### src/hdl/bctc_pkg.sv
package bctc_pkg;

   // Cache geometry and field widths
   localparam int SLOT_COUNT = 16;
   localparam int SLOT_W     = 4;
   localparam int COUNT_W    = 5;
   localparam int BLOCK_W    = 32;
   localparam int MODE_W     = 2;
   localparam int CMD_W      = 2;

   // Request kinds
   localparam logic [MODE_W-1:0] MODE_READ   = 2'd0;
   localparam logic [MODE_W-1:0] MODE_WRITE  = 2'd1;
   localparam logic [MODE_W-1:0] MODE_FLUSH  = 2'd2;
   localparam logic [MODE_W-1:0] MODE_UNUSED = 2'd3;

   // Slot commands on the result channel
   localparam logic [CMD_W-1:0] CMD_NONE      = 2'd0;
   localparam logic [CMD_W-1:0] CMD_WRITEBACK = 2'd1;
   localparam logic [CMD_W-1:0] CMD_READ      = 2'd2;
   localparam logic [CMD_W-1:0] CMD_WRITE     = 2'd3;

   // Controller to datapath
   typedef struct packed {
      logic load;        // capture the request
      logic compare;     // register the tag match vector
      logic pick;        // choose hit, free or victim slot
      logic evict;       // drop slot 0, write it back if dirty
      logic xfer;        // issue the disk read or write through
      logic flush_step;  // visit one slot of the flush scan
      logic finish;      // issue the last result
   } ctl_type;

   // Datapath to controller
   typedef struct packed {
      logic [MODE_W-1:0] mode;
      logic              hit_any;
      logic              free_any;
      logic              wb_needed;
      logic              flush_hit;
      logic              flush_last;
      logic              out_free;
   } stat_type;

endpackage

### src/hdl/bctc_ctrl.sv
module bctc_ctrl (
   input  logic               clock,
   input  logic               reset,
   input  logic               req_valid,
   output logic               req_ready,
   input  bctc_pkg::stat_type stat,
   output bctc_pkg::ctl_type  ctl
);

   localparam logic [2:0] ST_IDLE  = 3'd0;
   localparam logic [2:0] ST_LOOK  = 3'd1;
   localparam logic [2:0] ST_PICK  = 3'd2;
   localparam logic [2:0] ST_EVICT = 3'd3;
   localparam logic [2:0] ST_XFER  = 3'd4;
   localparam logic [2:0] ST_FLUSH = 3'd5;
   localparam logic [2:0] ST_FINAL = 3'd6;

   logic [2:0] state_ff;
   logic [2:0] state_in;

   assign req_ready = (state_ff == ST_IDLE);

   // Sequence one request through lookup, slot commands and the last result
   always_comb begin
      state_in = state_ff;
      ctl      = '0;
      unique case (state_ff)
         ST_IDLE: begin
            if (req_valid) begin
               ctl.load = 1'b1;
               state_in = ST_LOOK;
            end
         end
         ST_LOOK: begin
            ctl.compare = 1'b1;
            unique case (stat.mode) inside
               bctc_pkg::MODE_READ, bctc_pkg::MODE_WRITE: state_in = ST_PICK;
               bctc_pkg::MODE_FLUSH:                      state_in = ST_FLUSH;
               default:                                   state_in = ST_FINAL;
            endcase
         end
         ST_PICK: begin
            ctl.pick = 1'b1;
            if (!stat.hit_any && !stat.free_any) begin
               state_in = ST_EVICT;
            end else if (stat.hit_any && stat.mode == bctc_pkg::MODE_READ) begin
               state_in = ST_FINAL;
            end else begin
               state_in = ST_XFER;
            end
         end
         ST_EVICT: begin
            if (!stat.wb_needed || stat.out_free) begin
               ctl.evict = 1'b1;
               state_in  = ST_XFER;
            end
         end
         ST_XFER: begin
            if (stat.out_free) begin
               ctl.xfer = 1'b1;
               state_in = ST_FINAL;
            end
         end
         ST_FLUSH: begin
            if (!stat.flush_hit || stat.out_free) begin
               ctl.flush_step = 1'b1;
               if (stat.flush_last) begin
                  state_in = ST_FINAL;
               end
            end
         end
         ST_FINAL: begin
            if (stat.out_free) begin
               ctl.finish = 1'b1;
               state_in   = ST_IDLE;
            end
         end
         default: state_in = ST_IDLE;
      endcase
   end

   always_ff @(posedge clock) begin
      if (reset) begin
         state_ff <= ST_IDLE;
      end else begin
         state_ff <= state_in;
      end
   end

endmodule

### src/hdl/bctc_datapath.sv
module bctc_datapath (
   input  logic                                clock,
   input  logic                                reset,
   input  bctc_pkg::ctl_type                   ctl,
   output bctc_pkg::stat_type                  stat,
   input  logic [bctc_pkg::MODE_W-1:0]         req_mode,
   input  logic [bctc_pkg::BLOCK_W-1:0]        req_block_number,
   input  logic                                req_disk_ok,
   output logic                                rsp_valid,
   input  logic                                rsp_ready,
   output logic [bctc_pkg::CMD_W-1:0]          rsp_command,
   output logic [bctc_pkg::SLOT_W-1:0]         rsp_slot,
   output logic [bctc_pkg::BLOCK_W-1:0]        rsp_disk_block,
   output logic                                rsp_hit,
   output logic                                rsp_status,
   output logic [bctc_pkg::COUNT_W-1:0]        rsp_valid_count,
   output logic [bctc_pkg::COUNT_W-1:0]        rsp_dirty_count,
   output logic                                rsp_last
);

   localparam int N  = bctc_pkg::SLOT_COUNT;
   localparam int SW = bctc_pkg::SLOT_W;
   localparam int CW = bctc_pkg::COUNT_W;
   localparam int BW = bctc_pkg::BLOCK_W;

   // Request registers
   logic [bctc_pkg::MODE_W-1:0] mode_ff;
   logic [BW-1:0]               blk_ff;
   logic                        ok_ff;
   logic [N-1:0]                match_ff;
   logic                        hit_ff, hit_in;
   logic                        fail_ff, fail_in;
   logic [SW-1:0]               slot_ff, slot_in;
   logic [SW-1:0]               idx_ff, idx_in;

   // Slot state
   logic [BW-1:0] tags_ff [N];
   logic [N-1:0]  valid_ff, valid_in;
   logic [N-1:0]  dirty_ff, dirty_in;
   logic          tag_we;
   logic [SW-1:0] tag_waddr;

   // Result register
   logic                        out_valid_ff, out_valid_in;
   logic [bctc_pkg::CMD_W-1:0]  out_cmd_ff, out_cmd_in;
   logic [SW-1:0]               out_slot_ff, out_slot_in;
   logic [BW-1:0]               out_blk_ff, out_blk_in;
   logic                        out_hit_ff, out_hit_in;
   logic                        out_status_ff, out_status_in;
   logic [CW-1:0]               out_vc_ff, out_vc_in;
   logic [CW-1:0]               out_dc_ff, out_dc_in;
   logic                        out_last_ff, out_last_in;
   logic                        emit;

   // Lookup helpers
   logic [N-1:0]  match_now;
   logic [SW-1:0] hit_idx, free_idx;
   logic [CW-1:0] vcount, dcount;
   logic          out_free;

   // Compare every valid tag against the requested block
   always_comb begin
      for (int i = 0; i < N; i++) begin
         match_now[i] = valid_ff[i] && (tags_ff[i] == blk_ff);
      end
   end

   // Find the lowest matching and the lowest free slot
   always_comb begin
      hit_idx  = '0;
      free_idx = '0;
      for (int i = N - 1; i >= 0; i--) begin
         if (match_ff[i]) hit_idx = SW'(i);
         if (!valid_ff[i]) free_idx = SW'(i);
      end
   end

   // Count valid and valid dirty slots
   always_comb begin
      vcount = '0;
      dcount = '0;
      for (int i = 0; i < N; i++) begin
         vcount = vcount + CW'(valid_ff[i]);
         dcount = dcount + CW'(valid_ff[i] & dirty_ff[i]);
      end
   end

   assign out_free = !out_valid_ff || rsp_ready;

   always_comb begin
      stat.mode       = mode_ff;
      stat.hit_any    = |match_ff;
      stat.free_any   = ~&valid_ff;
      stat.wb_needed  = dirty_ff[0];
      stat.flush_hit  = valid_ff[idx_ff] && dirty_ff[idx_ff];
      stat.flush_last = (idx_ff == SW'(N - 1));
      stat.out_free   = out_free;
   end

   // Next slot state, request state and result
   always_comb begin
      valid_in      = valid_ff;
      dirty_in      = dirty_ff;
      hit_in        = hit_ff;
      fail_in       = fail_ff;
      slot_in       = slot_ff;
      idx_in        = idx_ff;
      tag_we        = 1'b0;
      tag_waddr     = slot_ff;
      emit          = 1'b0;
      out_cmd_in    = out_cmd_ff;
      out_slot_in   = out_slot_ff;
      out_blk_in    = out_blk_ff;
      out_hit_in    = 1'b0;
      out_status_in = 1'b0;
      out_vc_in     = '0;
      out_dc_in     = '0;
      out_last_in   = 1'b0;

      if (ctl.load) begin
         hit_in  = 1'b0;
         fail_in = 1'b0;
         slot_in = '0;
         idx_in  = '0;
      end

      if (ctl.pick) begin
         hit_in = |match_ff;
         if (|match_ff) begin
            slot_in = hit_idx;
         end else if (~&valid_ff) begin
            slot_in = free_idx;
         end else begin
            slot_in = '0;
         end
      end

      if (ctl.evict) begin
         if (dirty_ff[0]) begin
            emit        = 1'b1;
            out_cmd_in  = bctc_pkg::CMD_WRITEBACK;
            out_slot_in = '0;
            out_blk_in  = tags_ff[0];
         end
         valid_in[0] = 1'b0;
         dirty_in[0] = 1'b0;
      end

      if (ctl.xfer) begin
         emit        = 1'b1;
         out_slot_in = slot_ff;
         out_blk_in  = blk_ff;
         if (mode_ff == bctc_pkg::MODE_WRITE) begin
            out_cmd_in        = bctc_pkg::CMD_WRITE;
            tag_we            = 1'b1;
            valid_in[slot_ff] = 1'b1;
            dirty_in[slot_ff] = !ok_ff;
            fail_in           = !ok_ff;
         end else begin
            out_cmd_in = bctc_pkg::CMD_READ;
            if (ok_ff) begin
               tag_we            = 1'b1;
               valid_in[slot_ff] = 1'b1;
               dirty_in[slot_ff] = 1'b0;
            end else begin
               fail_in = 1'b1;
            end
         end
      end

      if (ctl.flush_step) begin
         if (valid_ff[idx_ff] && dirty_ff[idx_ff]) begin
            emit             = 1'b1;
            out_cmd_in       = bctc_pkg::CMD_WRITEBACK;
            out_slot_in      = idx_ff;
            out_blk_in       = tags_ff[idx_ff];
            dirty_in[idx_ff] = 1'b0;
         end
         idx_in = idx_ff + SW'(1);
      end

      if (ctl.finish) begin
         emit          = 1'b1;
         out_cmd_in    = bctc_pkg::CMD_NONE;
         out_slot_in   = slot_ff;
         out_blk_in    = (mode_ff == bctc_pkg::MODE_READ || mode_ff == bctc_pkg::MODE_WRITE)
                         ? blk_ff : '0;
         out_hit_in    = hit_ff;
         out_status_in = fail_ff;
         out_vc_in     = vcount;
         out_dc_in     = dcount;
         out_last_in   = 1'b1;
      end

      // Hold the result until its transfer, then drop valid
      if (emit) begin
         out_valid_in = 1'b1;
      end else if (rsp_ready) begin
         out_valid_in = 1'b0;
      end else begin
         out_valid_in = out_valid_ff;
      end
   end

   // Control state
   always_ff @(posedge clock) begin
      if (reset) begin
         valid_ff     <= '0;
         dirty_ff     <= '0;
         out_valid_ff <= 1'b0;
      end else begin
         valid_ff     <= valid_in;
         dirty_ff     <= dirty_in;
         out_valid_ff <= out_valid_in;
      end
   end

   // Payload registers
   always_ff @(posedge clock) begin
      if (ctl.load) begin
         mode_ff <= req_mode;
         blk_ff  <= req_block_number;
         ok_ff   <= req_disk_ok;
      end
      if (ctl.compare) begin
         match_ff <= match_now;
      end
      if (tag_we) begin
         tags_ff[tag_waddr] <= blk_ff;
      end
      hit_ff  <= hit_in;
      fail_ff <= fail_in;
      slot_ff <= slot_in;
      idx_ff  <= idx_in;
      if (emit) begin
         out_cmd_ff    <= out_cmd_in;
         out_slot_ff   <= out_slot_in;
         out_blk_ff    <= out_blk_in;
         out_hit_ff    <= out_hit_in;
         out_status_ff <= out_status_in;
         out_vc_ff     <= out_vc_in;
         out_dc_ff     <= out_dc_in;
         out_last_ff   <= out_last_in;
      end
   end

   assign rsp_valid       = out_valid_ff;
   assign rsp_command     = out_cmd_ff;
   assign rsp_slot        = out_slot_ff;
   assign rsp_disk_block  = out_blk_ff;
   assign rsp_hit         = out_hit_ff;
   assign rsp_status      = out_status_ff;
   assign rsp_valid_count = out_vc_ff;
   assign rsp_dirty_count = out_dc_ff;
   assign rsp_last        = out_last_ff;

endmodule

### src/hdl/block_cache_tag_controller_unit.sv
// Tag and state engine of a 16-slot fully associative write-through block cache.
// Request channel (req_): mode (read, write, flush), block number and the
// outcome of the disk transfer. Result channel (rsp_): zero or more slot
// commands (write back, read into slot, write through), then one result with
// last set that carries hit, status and the valid and dirty slot counts.
// One request is worked on at a time; req_ready is high only while idle.
// An unused mode and a read hit issue only the last result; a miss or write
// that finds a slot first issues its read or write command, and one that
// finds none first evicts slot 0. A flush visits all 16 slots, one per cycle
// while no write back waits on the result register. The next request is
// taken the cycle after the last result is issued.
// The tag compare is registered before the slot is chosen. Every result
// waits in one output register; when the receiver stalls, a step that issues
// a result holds until that register is free, so a stall delays the
// remaining steps by up to its own length.
// Reset clears all valid and dirty bits and the result valid flag; tags hold
// no value until a slot is filled and are read only while the slot is valid.
module block_cache_tag_controller_unit (
   input  logic                                clock,
   input  logic                                reset,
   input  logic                                req_valid,
   output logic                                req_ready,
   input  logic [bctc_pkg::MODE_W-1:0]         req_mode,
   input  logic [bctc_pkg::BLOCK_W-1:0]        req_block_number,
   input  logic                                req_disk_ok,
   output logic                                rsp_valid,
   input  logic                                rsp_ready,
   output logic [bctc_pkg::CMD_W-1:0]          rsp_command,
   output logic [bctc_pkg::SLOT_W-1:0]         rsp_slot,
   output logic [bctc_pkg::BLOCK_W-1:0]        rsp_disk_block,
   output logic                                rsp_hit,
   output logic                                rsp_status,
   output logic [bctc_pkg::COUNT_W-1:0]        rsp_valid_count,
   output logic [bctc_pkg::COUNT_W-1:0]        rsp_dirty_count,
   output logic                                rsp_last
);

   bctc_pkg::ctl_type  ctl;
   bctc_pkg::stat_type stat;

   bctc_ctrl u_ctrl (
      .clock     (clock),
      .reset     (reset),
      .req_valid (req_valid),
      .req_ready (req_ready),
      .stat      (stat),
      .ctl       (ctl)
   );

   bctc_datapath u_datapath (
      .clock            (clock),
      .reset            (reset),
      .ctl              (ctl),
      .stat             (stat),
      .req_mode         (req_mode),
      .req_block_number (req_block_number),
      .req_disk_ok      (req_disk_ok),
      .rsp_valid        (rsp_valid),
      .rsp_ready        (rsp_ready),
      .rsp_command      (rsp_command),
      .rsp_slot         (rsp_slot),
      .rsp_disk_block   (rsp_disk_block),
      .rsp_hit          (rsp_hit),
      .rsp_status       (rsp_status),
      .rsp_valid_count  (rsp_valid_count),
      .rsp_dirty_count  (rsp_dirty_count),
      .rsp_last         (rsp_last)
   );

endmodule
### config.mk
export PLATFORM = sky130hd
export DESIGN_NAME = block_cache_tag_controller_unit
export DESIGN_NICKNAME = d
export VERILOG_FILES = /design/src/hdl/bctc_pkg.sv /design/src/hdl/bctc_ctrl.sv /design/src/hdl/bctc_datapath.sv /design/src/hdl/block_cache_tag_controller_unit.sv
export SDC_FILE = /design/constraint.sdc
export NUM_CORES = 1
export LEC_CHECK = 0
export BUFFER_PORTS_ARGS = -buffer_cell sky130_fd_sc_hd__buf_2
export CAP_MARGIN = 20
export CORE_UTILIZATION = 57
export DETAILED_ROUTE_END_ITERATION = 7
export PLACE_DENSITY_LB_ADDON = 0.1
export SETUP_SLACK_MARGIN = 0.3
export SLEW_MARGIN = 5
export SYNTH_ARGS = -nofsm -noshare
export SYNTH_HDL_FRONTEND = slang
export SYNTH_SLANG_ARGS = --single-unit
### constraint.sdc
create_clock -name clock -period 3.8 [get_ports clock]
set_clock_uncertainty 0.2 [all_clocks]
set_input_delay 0.76 -clock clock [delete_from_list [all_inputs] [get_ports clock]]
set_output_delay 0.76 -clock clock [all_outputs]
set_load 0.03 [all_outputs]
# Word-level counts from Yosys, hierarchy flattened
# Memory sizes are Yosys's and may differ from the RTL's. A register that Yosys moved wholly into a read port is not among the register bits.
# Index checks and enable logic that the tools add are counted.
# word_totals
elab_cells	267
regBits	148
memories	1
input_bits	39
out_inout_bits	53
mem_bits_rw	512
# classes
bitwise	21
n_mux	117
reduce_logical	41
magnitude_cmp	4
n_addsub	31
n_eq_ne	31
# mem_list
name	depth	width	rd	rd_clocked_by_memory_dff	wr	line_no	rtl
u_datapath.tags_ff	16	32	17	1	1	bctc_datapath.sv:37	logic [BW-1:0] tags_ff [N];
# op_table
cell	count
$eq A32 B32 Y1	16
$mux W32	7
$mux W4	44
$mux W16	7
$add A5 B5 Y5	15
$add A5 B1 Y5	13
$mux W1	39
$and A16 B16 Y16	2
$not A16 Y16	2
$logic_and A1 B1 Y1	21
$mux W3	7
$pmux W3 S7	1
$and A1 B1 Y1	16
$bwmux W16	1
$or A16 B16 Y16	1
$reduce_and A16 Y1	1
$reduce_or A16 Y1	1
$mux W2	6
$lt A4 B5 Y1 const B	2
$eq A3 B3 Y1 const B	3
$bmux W1 S4	2
$demux W1 S4	2
$ge A4 B1 Y1 const B	2
$ne A2 B1 Y1 const B	4
18 further kinds	30

# Depth between registers and ports, before layout
# Gate-level depths: netlist of run 1.
# logic_depth
word_depth	19
mapped_depth	14
ltp_nobuf	14

# Modules after synthesis
# Synthesis of run 1 repeated with hierarchy kept, for this count alone.
# hier_totals
cells_unflattened	2291
hier_area_um2	33753.6
# modules_own_cells
mod	cells_each	n_inst	seq_area_each_um2	area_per_inst_um2
bctc_datapath	2241	1	19468.7	33415.8
bctc_ctrl	50	1	60.1	337.8

# Worst setup path before layout of run 1
# Ideal clock, no wire load.
# synth_timing
kind	register to register
startpoint	reg u_datapath.valid_ff[0]
endpoint	reg u_datapath.out_vc_ff[2] (netlist: u_datapath.rsp_valid_count[2]), data pin
path_buffers	0
arrival_ps	3574
period_less_slack_ps	4043
slack_ps	-243
setup_time_ps	269
required_ps	3331
stages_incl_launch_ff	13
cell_sequence	dfxtp_1 -> fa_1 -> inv_1 -> fa_1 -> fa_1 -> fa_1 -> fa_1 -> inv_1 -> ha_1 -> inv_1 -> fa_1 -> nor2b_1 -> nor3_1
# synth_via
elab_chain_cells	15
# synth_lines
element	line_no	rtl
start, declared	bctc_datapath.sv:38	logic [N-1:0] valid_ff, valid_in;
start signal, assigned	bctc_datapath.sv:212	valid_ff <= valid_in;
$add A1 B1 Y2	bctc_datapath.sv:83	vcount = vcount + CW'(valid_ff[i]);
$add A2 B1 Y3	bctc_datapath.sv:83	
$add A5 B1 Y5 (13 in a row)	bctc_datapath.sv:83	
end signal, assigned	bctc_datapath.sv:241	out_vc_ff <= out_vc_in;
end, declared	bctc_datapath.sv:50	logic [CW-1:0] out_vc_ff, out_vc_in;
# Every way passes these cells.
# A chain may end at the register's enable or synchronous reset.

# Worst setup path after layout of run 1
# Same ends and word-level chain as after synthesis.

==> results of run 1 <==
## state kept, by name (all words and copies together) (netlist names), 2 cells and up, named ones only
| register | count |
|---|---|
| u_datapath.idx_ff | 4 |
| u_datapath.blk_ff | 32 |
| u_datapath.rsp_valid_count | 5 |
| u_datapath.dirty_ff | 16 |
| u_datapath.mode_ff | 2 |
| u_ctrl.state_ff | 3 |
| u_datapath.slot_ff | 4 |
| u_datapath.rsp_dirty_count | 5 |
| u_datapath.rsp_command | 2 |
| u_datapath.rsp_disk_block | 32 |
| u_datapath.tags_ff | 512 |
| u_datapath.rsp_slot | 4 |
| u_datapath.valid_ff | 16 |
| u_datapath.match_ff | 16 |
## metal layers
metal  vias up  global-route usage [%]  wire length, microns
met5         -                       0                    13
met4         2                    22.3                  7550
met3       270                    6.96                 12600
met2      1597                    58.9                 52300
met1     11447                    54.7                 43500
li1       9067                       -                     -
## logic make-up after synthesis
| group | Yosys count |
|---|---|
| fa+ha+maj | 35 |
| flops | 664 |
| xor+xnor | 513 |
| buf+inv | 202 |
| simple gates | 490 |
| compound gates | 164 |
| mux | 195 |
## timing repair
item | in CTS | in global routing
gates resized for setup | 18 | 4
endpoints found under the setup margin | 10 | 10
buffers inserted | 3 | 3
pin swaps | 12 | 3
endpoints found under the hold margin | 0 | 0
## report_power, final
part	switching (mW)	total [mW]	internal, mW
clock	2.97	6.68	3.71
combinational	5.72	9.35	3.64
sequential	1.10	10.2	9.11
## cells in the mapped netlist, types with 34 or more instances
master	instances
xor2_1	114
inv_1	48
a21oi_1	43
mux4_2	161
nand4_1	111
o2111ai_1	35
xnor2_1	399
dfxtp_1	41
nand2_2	34
nor4_1	60
buf_2	38
nand2_1	58
nor2_1	66
clkbuf_1	68
edfxtp_1	623
## area by class of cell
class                      instances  area [sq um]
fill                            4215         19700
antenna                            2          5.00
inverter                          51           191
clock buffer                      90          1870
clock inverter                    35           299
sequential                       664         19500
multi-input combinational       1397         13300
timing repair buffer             273          2100
tap                              765           957
## cell usage in the layout (no fill, tap or decap), types with 18 or more instances in the layout
master	synthesis	routed
nor4_1	60	60
nand3_2	32	33
nand3b_1	31	31
dfxtp_1	41	35
xor2_1	114	114
nand4_1	111	111
xnor2_1	399	399
nor2_1	66	50
nand2_2	34	35
inv_1	48	43
nand2_1	58	57
clkbuf_1	68	18
buf_2	38	91
nand3_1	30	29
edfxtp_1	623	623
a21oi_1	43	41
clkbuf_16	0	72
mux4_2	161	161
buf_12	4	21
buf_4	5	158
mux2i_1	33	33
o2111ai_1	35	35
## critical path, delay by kind of cell (launching register included)
kind / cells / cell delay [ns]
and+or+nand+nor: 2 / 0.22
buffers and inverters: 3 / 0.17
adders and majority gates: 7 / 2.97
DFF: 1 / 0.34
## per-stage QoR
stage	total power, mW	setup WS, ns	std cells	setup TNS [ns]
after floorplan	15.6	-0.205	2263	-0.784
after global placement	19.4	-0.327	3143	-2.33
after detailed placement	19.5	-0.439	3144	-2.83
after CTS	26.1	-0.355	3272	-2.26
after global routing	26.9	-0.498	3275	-3.61
final	26.2	-0.392	3277	-2.95
## how the worst max path moves through the flow
stage | start | cells past startpoint | end | slack (ns)
3_3_place_gp | u_datapath.valid_ff[0] | 11 | u_datapath.rsp_valid_count[1] | -0.33
6_report | u_datapath.valid_ff[0] | 12 | u_datapath.rsp_valid_count[2] | -0.39
3_5_place_dp | u_datapath.valid_ff[0] | 13 | u_datapath.rsp_dirty_count[2] | -0.44
2_1_floorplan | u_datapath.valid_ff[0] | 11 | u_datapath.rsp_valid_count[1] | -0.21
5_1_grt | u_datapath.valid_ff[0] | 12 | u_datapath.rsp_valid_count[3] | -0.50
4_1_cts | u_datapath.valid_ff[0] | 12 | u_datapath.rsp_valid_count[3] | -0.36
==> impl_results.md, run 1 <==
- CP endpoint kind: flip-flop
- Worst slew pin tran: 1.11 ns
- Max_cap viols: 0
- R2r setup slk: -0.39 ns
- Critical Setup Path Class: flip-flop to flip-flop
- First-pass GRT wire length: 163,000 microns
- Crit path max fanout: 2
- F_max: 239 MHz
- CTS H-Tree Depth: 3
- Clock Sinks: 664
- Pleak: 12.6 nW
- Synth Cell Area: 33,700 sq um
- Slowest CP cell: fa_1
- Final Net Count: 2,533
- Outcome: finished with violations
- Share of cells above drive strength 1: 25.9%
- Mux cell area share after synthesis: 11.8%
- Die X: 245 microns
- R2r worst-path depth: 12
- Slew Limit Fails: 0
- Largest family of logic cells by synthesized area: XOR/XNOR gates
- Minimum clock period: 4.19 ns
- Detailed Route Iter0 Violations: 3,127
- IO Pins: 92
- Register area share after synthesis: 58.0%
- Worst r2r dst: u_datapath.rsp_valid_count[2]
- Maximum buffer depth of the clock tree: 3
- DRC Markers: 0
- Simple-gate portion of the synthesized area: 8.60%
- Initial Utilization: 58.0%
- Synth top area cells: edfxtp_1 (56%), mux4_2 (11%), xnor2_1 (10%), xor2_1 (3.0%), dfxtp_1 (2.4%)
- Post-Synth Adder-Cell Area: 1.75%
- Cell Rows: 88
- Final worst setup slack: -0.392 ns
- Die ar.: 60,000 sq um
- Final hold vios: 0
- Later-pin clock latency in the skew report: 0.63 ns
- Drt pass-1 iters: 6
- GP Congestion: 0.991
- Top_reg_cell synth: edfxtp_1
- Pin count of the biggest net entering global routing: 67
- WP data arrival: 4.34 ns
- Worst flop-to-flop path startpoint: u_datapath.valid_ff[0]
- Failing checks: setup timing
- CTS Buf Count: 72
- Largest stage delay, worst path: 0.54 ns
- Clock slew at reported path FFs: 0.06 ns
- Antenna violations before repair: 9
- CTS tree: yes
- Placeable Area: 58,000 sq um
- Hold crit path type: input port to flip-flop
- Worst setup SP type: flip-flop
- Yosys reg bits: 664
- Power per Cell Area: 685 nW/um^2
- Post-synth top area cell: edfxtp_1
- Clk root buf: clkbuf_16
- Data required time at the worst endpoint: 3.95 ns
- Synth-to-Final Area Change: 13.7%
- Post-synth net total: 2,337
- Relative slew margins: 25.7%
- Dpl hpwl: 85,800 microns
- Synthesized area per cell: 14.9 sq um
- Post-Route WL: 116,000 microns
- Util after Layout: 66.0%
- Post-DP Area: 36,000 sq um
- Compound-cell area share of the yosys netlist: 3.53%
- Final setup vio count: 8
- CTS Hold Bufs: 0
- Synth Area in XOR/XNOR: 13.3%
- Buffers on Ports: 91
- Final hold slack: 0.0999 ns
- Hold Path End: u_datapath.blk_ff[24]
- Yosys top cell area share: 55.6%
- Ys async rst share: 0%
- Vias in the first global route: 21,643
- Post-route cell area: 38,300 sq um
- Hold path start: req_block_number[24]
- Via count: 22,383
- Yosys cell types: 70
- Syn. warnings: 0
- Final ANT Viol Nets: 0
- RSZ-0062 raised after global routing: yes
- DIE HEIGHT: 245 microns
- Post-route clock period utilization: 110%
- Grt ovf: 0
- Synth Instances: 2,263
- Hold depth: 1
- Total track usage: 39.4%
- WL per Instance: 35.4 microns
- CP Cell Sequence: fa_1 > inv_1 > fa_1 > fa_2 > fa_2 > fa_1 > inv_2 > ha_4 > inv_2 > fa_2 > nor2b_2 > nor3_1
- Post-synth EDFFs: 623
- Peak supply drop: 0.000619 V
- Vias/cell: 6.83
(Power assumes the default switching activity.)
==> run 2, diff against run 1 <==
--- a/config.mk
+++ b/config.mk
@@ -7,6 +7,7 @@
 export LEC_CHECK = 0
 export BUFFER_PORTS_ARGS = -buffer_cell sky130_fd_sc_hd__buf_2
 export CAP_MARGIN = 20
+export CORE_ASPECT_RATIO = 0.6
 export CORE_UTILIZATION = 57
 export DETAILED_ROUTE_END_ITERATION = 7
 export PLACE_DENSITY_LB_ADDON = 0.1
==> run 2 against run 1 <==
Combinational power is 3.6% higher. The flow still finishes with violations (setup timing). Register-to-register slack better by 0.06 ns. Non-clock buffer count is 4 higher. Critical path depth is 1 lower. Critical path type unchanged. Design area hardly changed.
==> impl_results.md, run 2 (synthesized netlist as in run 1, its figures left out) <==
- Outcome: finished with violations
- Failing checks: setup timing
- CTS H-Tree Depth: 2
- Minimum clock period: 4.13 ns
- WP data arrival: 4.33 ns
- Share of cells above drive strength 1: 25.8%
- Final hold vios: 0
- Most common cell after layout, fill and taps aside: edfxtp_1
- Dpl hpwl: 84,600 microns
- Final setup vio count: 8
- Placement Setup Slack: -0.359 ns
- Peak supply drop: 0.000526 V
- Grt ovf: 0
- Most frequent cells in the layout: edfxtp_1 (623), xnor2_1 (399), mux4_2 (161)
- CTS tree: yes
- Worst r2r dst: u_datapath.rsp_valid_count[1]
- Cell Rows: 68
- First-pass GRT wire length: 160,000 microns
- Detailed Route Iter0 Violations: 3,573
- Slowest CP cell: fa_2
- Worst setup SP type: flip-flop
- Power per Cell Area: 683 nW/um^2
- Total track usage: 38.7%
- WL per Instance: 34.8 microns
- Final worst setup slack: -0.331 ns
- GP Congestion: 1.02
- Relative slew margins: 14.4%
- Net Sw Power: 9.81 mW
- RSZ-0062 raised after global routing: yes
- Pin count of the biggest net entering global routing: 67
- Synth-to-Final Area Change: 13.8%
- Clk root buf: clkbuf_16
- Max FFs per register: 512
- Antenna violations before repair: 7
- Hold Path End: u_datapath.blk_ff[8]
- Largest stage delay, worst path: 0.56 ns
- Via count: 22,276
- Critical Setup Path Class: flip-flop to flip-flop
- Die ar.: 60,100 sq um
- Clock slew at reported path FFs: 0.07 ns
- Util after Layout: 66.1%
- Hold crit path type: input port to flip-flop
- Post-Route WL: 114,000 microns
- CP Cell Sequence: fa_1 > inv_1 > fa_1 > fa_2 > fa_1 > fa_1 > inv_2 > ha_4 > inv_2 > fa_2 > nor2_2
- Worst slew pin tran: 1.28 ns
- R2r worst-path depth: 11
- Clock power frac: 24.5%
- Vias/cell: 6.80
- Critical Path Source: u_datapath.valid_ff[0]
- Max_cap viols: 0
- Most flop-heavy register: u_datapath.tags_ff
- DRC Markers: 0
- Placeable Area: 57,900 sq um
- CTS Buf Count: 61
- Post-route clock period utilization: 109%
- Buffers on Ports: 91
- Slew Limit Fails: 0
- Final ANT Viol Nets: 0
- Initial Utilization: 58.1%
- CTS Hold Bufs: 0
- Sequential power share: 38.5%
- F_max: 242 MHz
- Crit path max fanout: 2
- Combinational fraction of design power: 37.0%
- R2r setup slk: -0.33 ns
- Hold path start: req_block_number[8]
- DIE HEIGHT: 190 microns
- Pleak: 12.6 nW
- Maximum buffer depth of the clock tree: 3
- Later-pin clock latency in the skew report: 0.66 ns
- Drt pass-1 iters: 6
- Worst flop-to-flop path startpoint: u_datapath.valid_ff[0]
- Net Sw Frac: 37.5%
- Setup TNS: -2.31 ns
- Pint: 16.4 mW
- IO Pins: 92
- Hold depth: 1
- CP most frequent cell: fa_1
- Clock Sinks: 664
- CP endpoint kind: flip-flop
- Die X: 316 microns
- Final Net Count: 2,526
- Data required time at the worst endpoint: 4.00 ns
- Vias in the first global route: 21,209
run 2: cell count changes in the layout (fill, tap and decap cells not counted), moves of 2 or more:
cell,delta
inv_1,-2
clkinv_1,+5
clkinv_2,+3
buf_6,-2
clkinv_8,-3
bufinv_16,+5
inv_2,+2
buf_4,-10
nor2_2,+9
clkbuf_16,-9
nor2_4,-8
clkbuf_1,-8
inv_6,-2
buf_12,+16
run 2: stage by stage:
| stage | cell area [sq um] | total power [mW] | hold WS, ns | cells |
|---|---|---|---|---|
| 6_report | 38300 | 26.2 | 0.0782 | 3274 |
| 5_1_grt | 38300 | 26.8 | 0.0676 | 3273 |
| 4_1_cts | 38300 | 25.9 | 0.0565 | 3272 |
| 3_5_place_dp | 36200 | 19.6 | 0.279 | 3156 |
| 3_3_place_gp | 36200 | 19.5 | 0.273 | 3156 |
| 2_1_floorplan | 33700 | 15.6 | 0.236 | 2263 |
run 2: worst max path at each step:
| stage | end | slack, ns |
|---|---|---|
| after floorplan | u_datapath.rsp_valid_count[1] | -0.21 |
| after global placement | u_datapath.rsp_valid_count[1] | -0.32 |
| after detailed placement | u_datapath.rsp_valid_count[4] | -0.36 |
| after CTS | u_datapath.rsp_valid_count[1] | -0.30 |
| after global routing | u_datapath.rsp_valid_count[1] | -0.41 |
| final | u_datapath.rsp_valid_count[1] | -0.33 |
run 2: critical path: cells and delay by family (launching register included):
family                   cells  cell delay [ns]
adder cells (fa/ha/maj)      7             3.15
AND/OR/NAND/NOR              1             0.04
flip-flops                   1             0.33
buffers and inverters        3             0.17
run 2: final cells by class:
class                   count  area [sq um]
fillers                  4118         19600
flip-flops and latches    664         19500
multi-input cells        1397         13300
repair buffers            277          2320
clock buffers              73          1610
well taps                 770           963
clock inverters            41           389
inverters                  51           191
diodes                      1          2.50
run 2: repair_timing:
| action | 4_1_cts | 5_1_grt |
|---|---|---|
| gates resized for setup | 17 | 8 |
| pin swaps | 12 | 2 |
| setup buffers | 2 | 1 |
| setup endpoints to repair | 10 | 10 |
run 2: power groups by stage:
stage | clock (mW) | sequential [mW] | combinational, mW
after CTS | 6.41 | 10.0 | 9.43
final | 6.41 | 10.1 | 9.69
after global routing | 6.66 | 10.1 | 10.0
after floorplan | 0 | 9.99 | 5.61
after detailed placement | 0 | 10.2 | 9.40
after global placement | 0 | 10.2 | 9.35
run 2: metal layers:
metal | GRT usage (%) | up-vias | wire (microns)
li1 | - | 9048 | -
met1 | 60.2 | 11413 | 47300
met2 | 50.4 | 1666 | 45100
met3 | 14.9 | 145 | 19000
met4 | 9.16 | 4 | 2690
met5 | 0 | - | 25
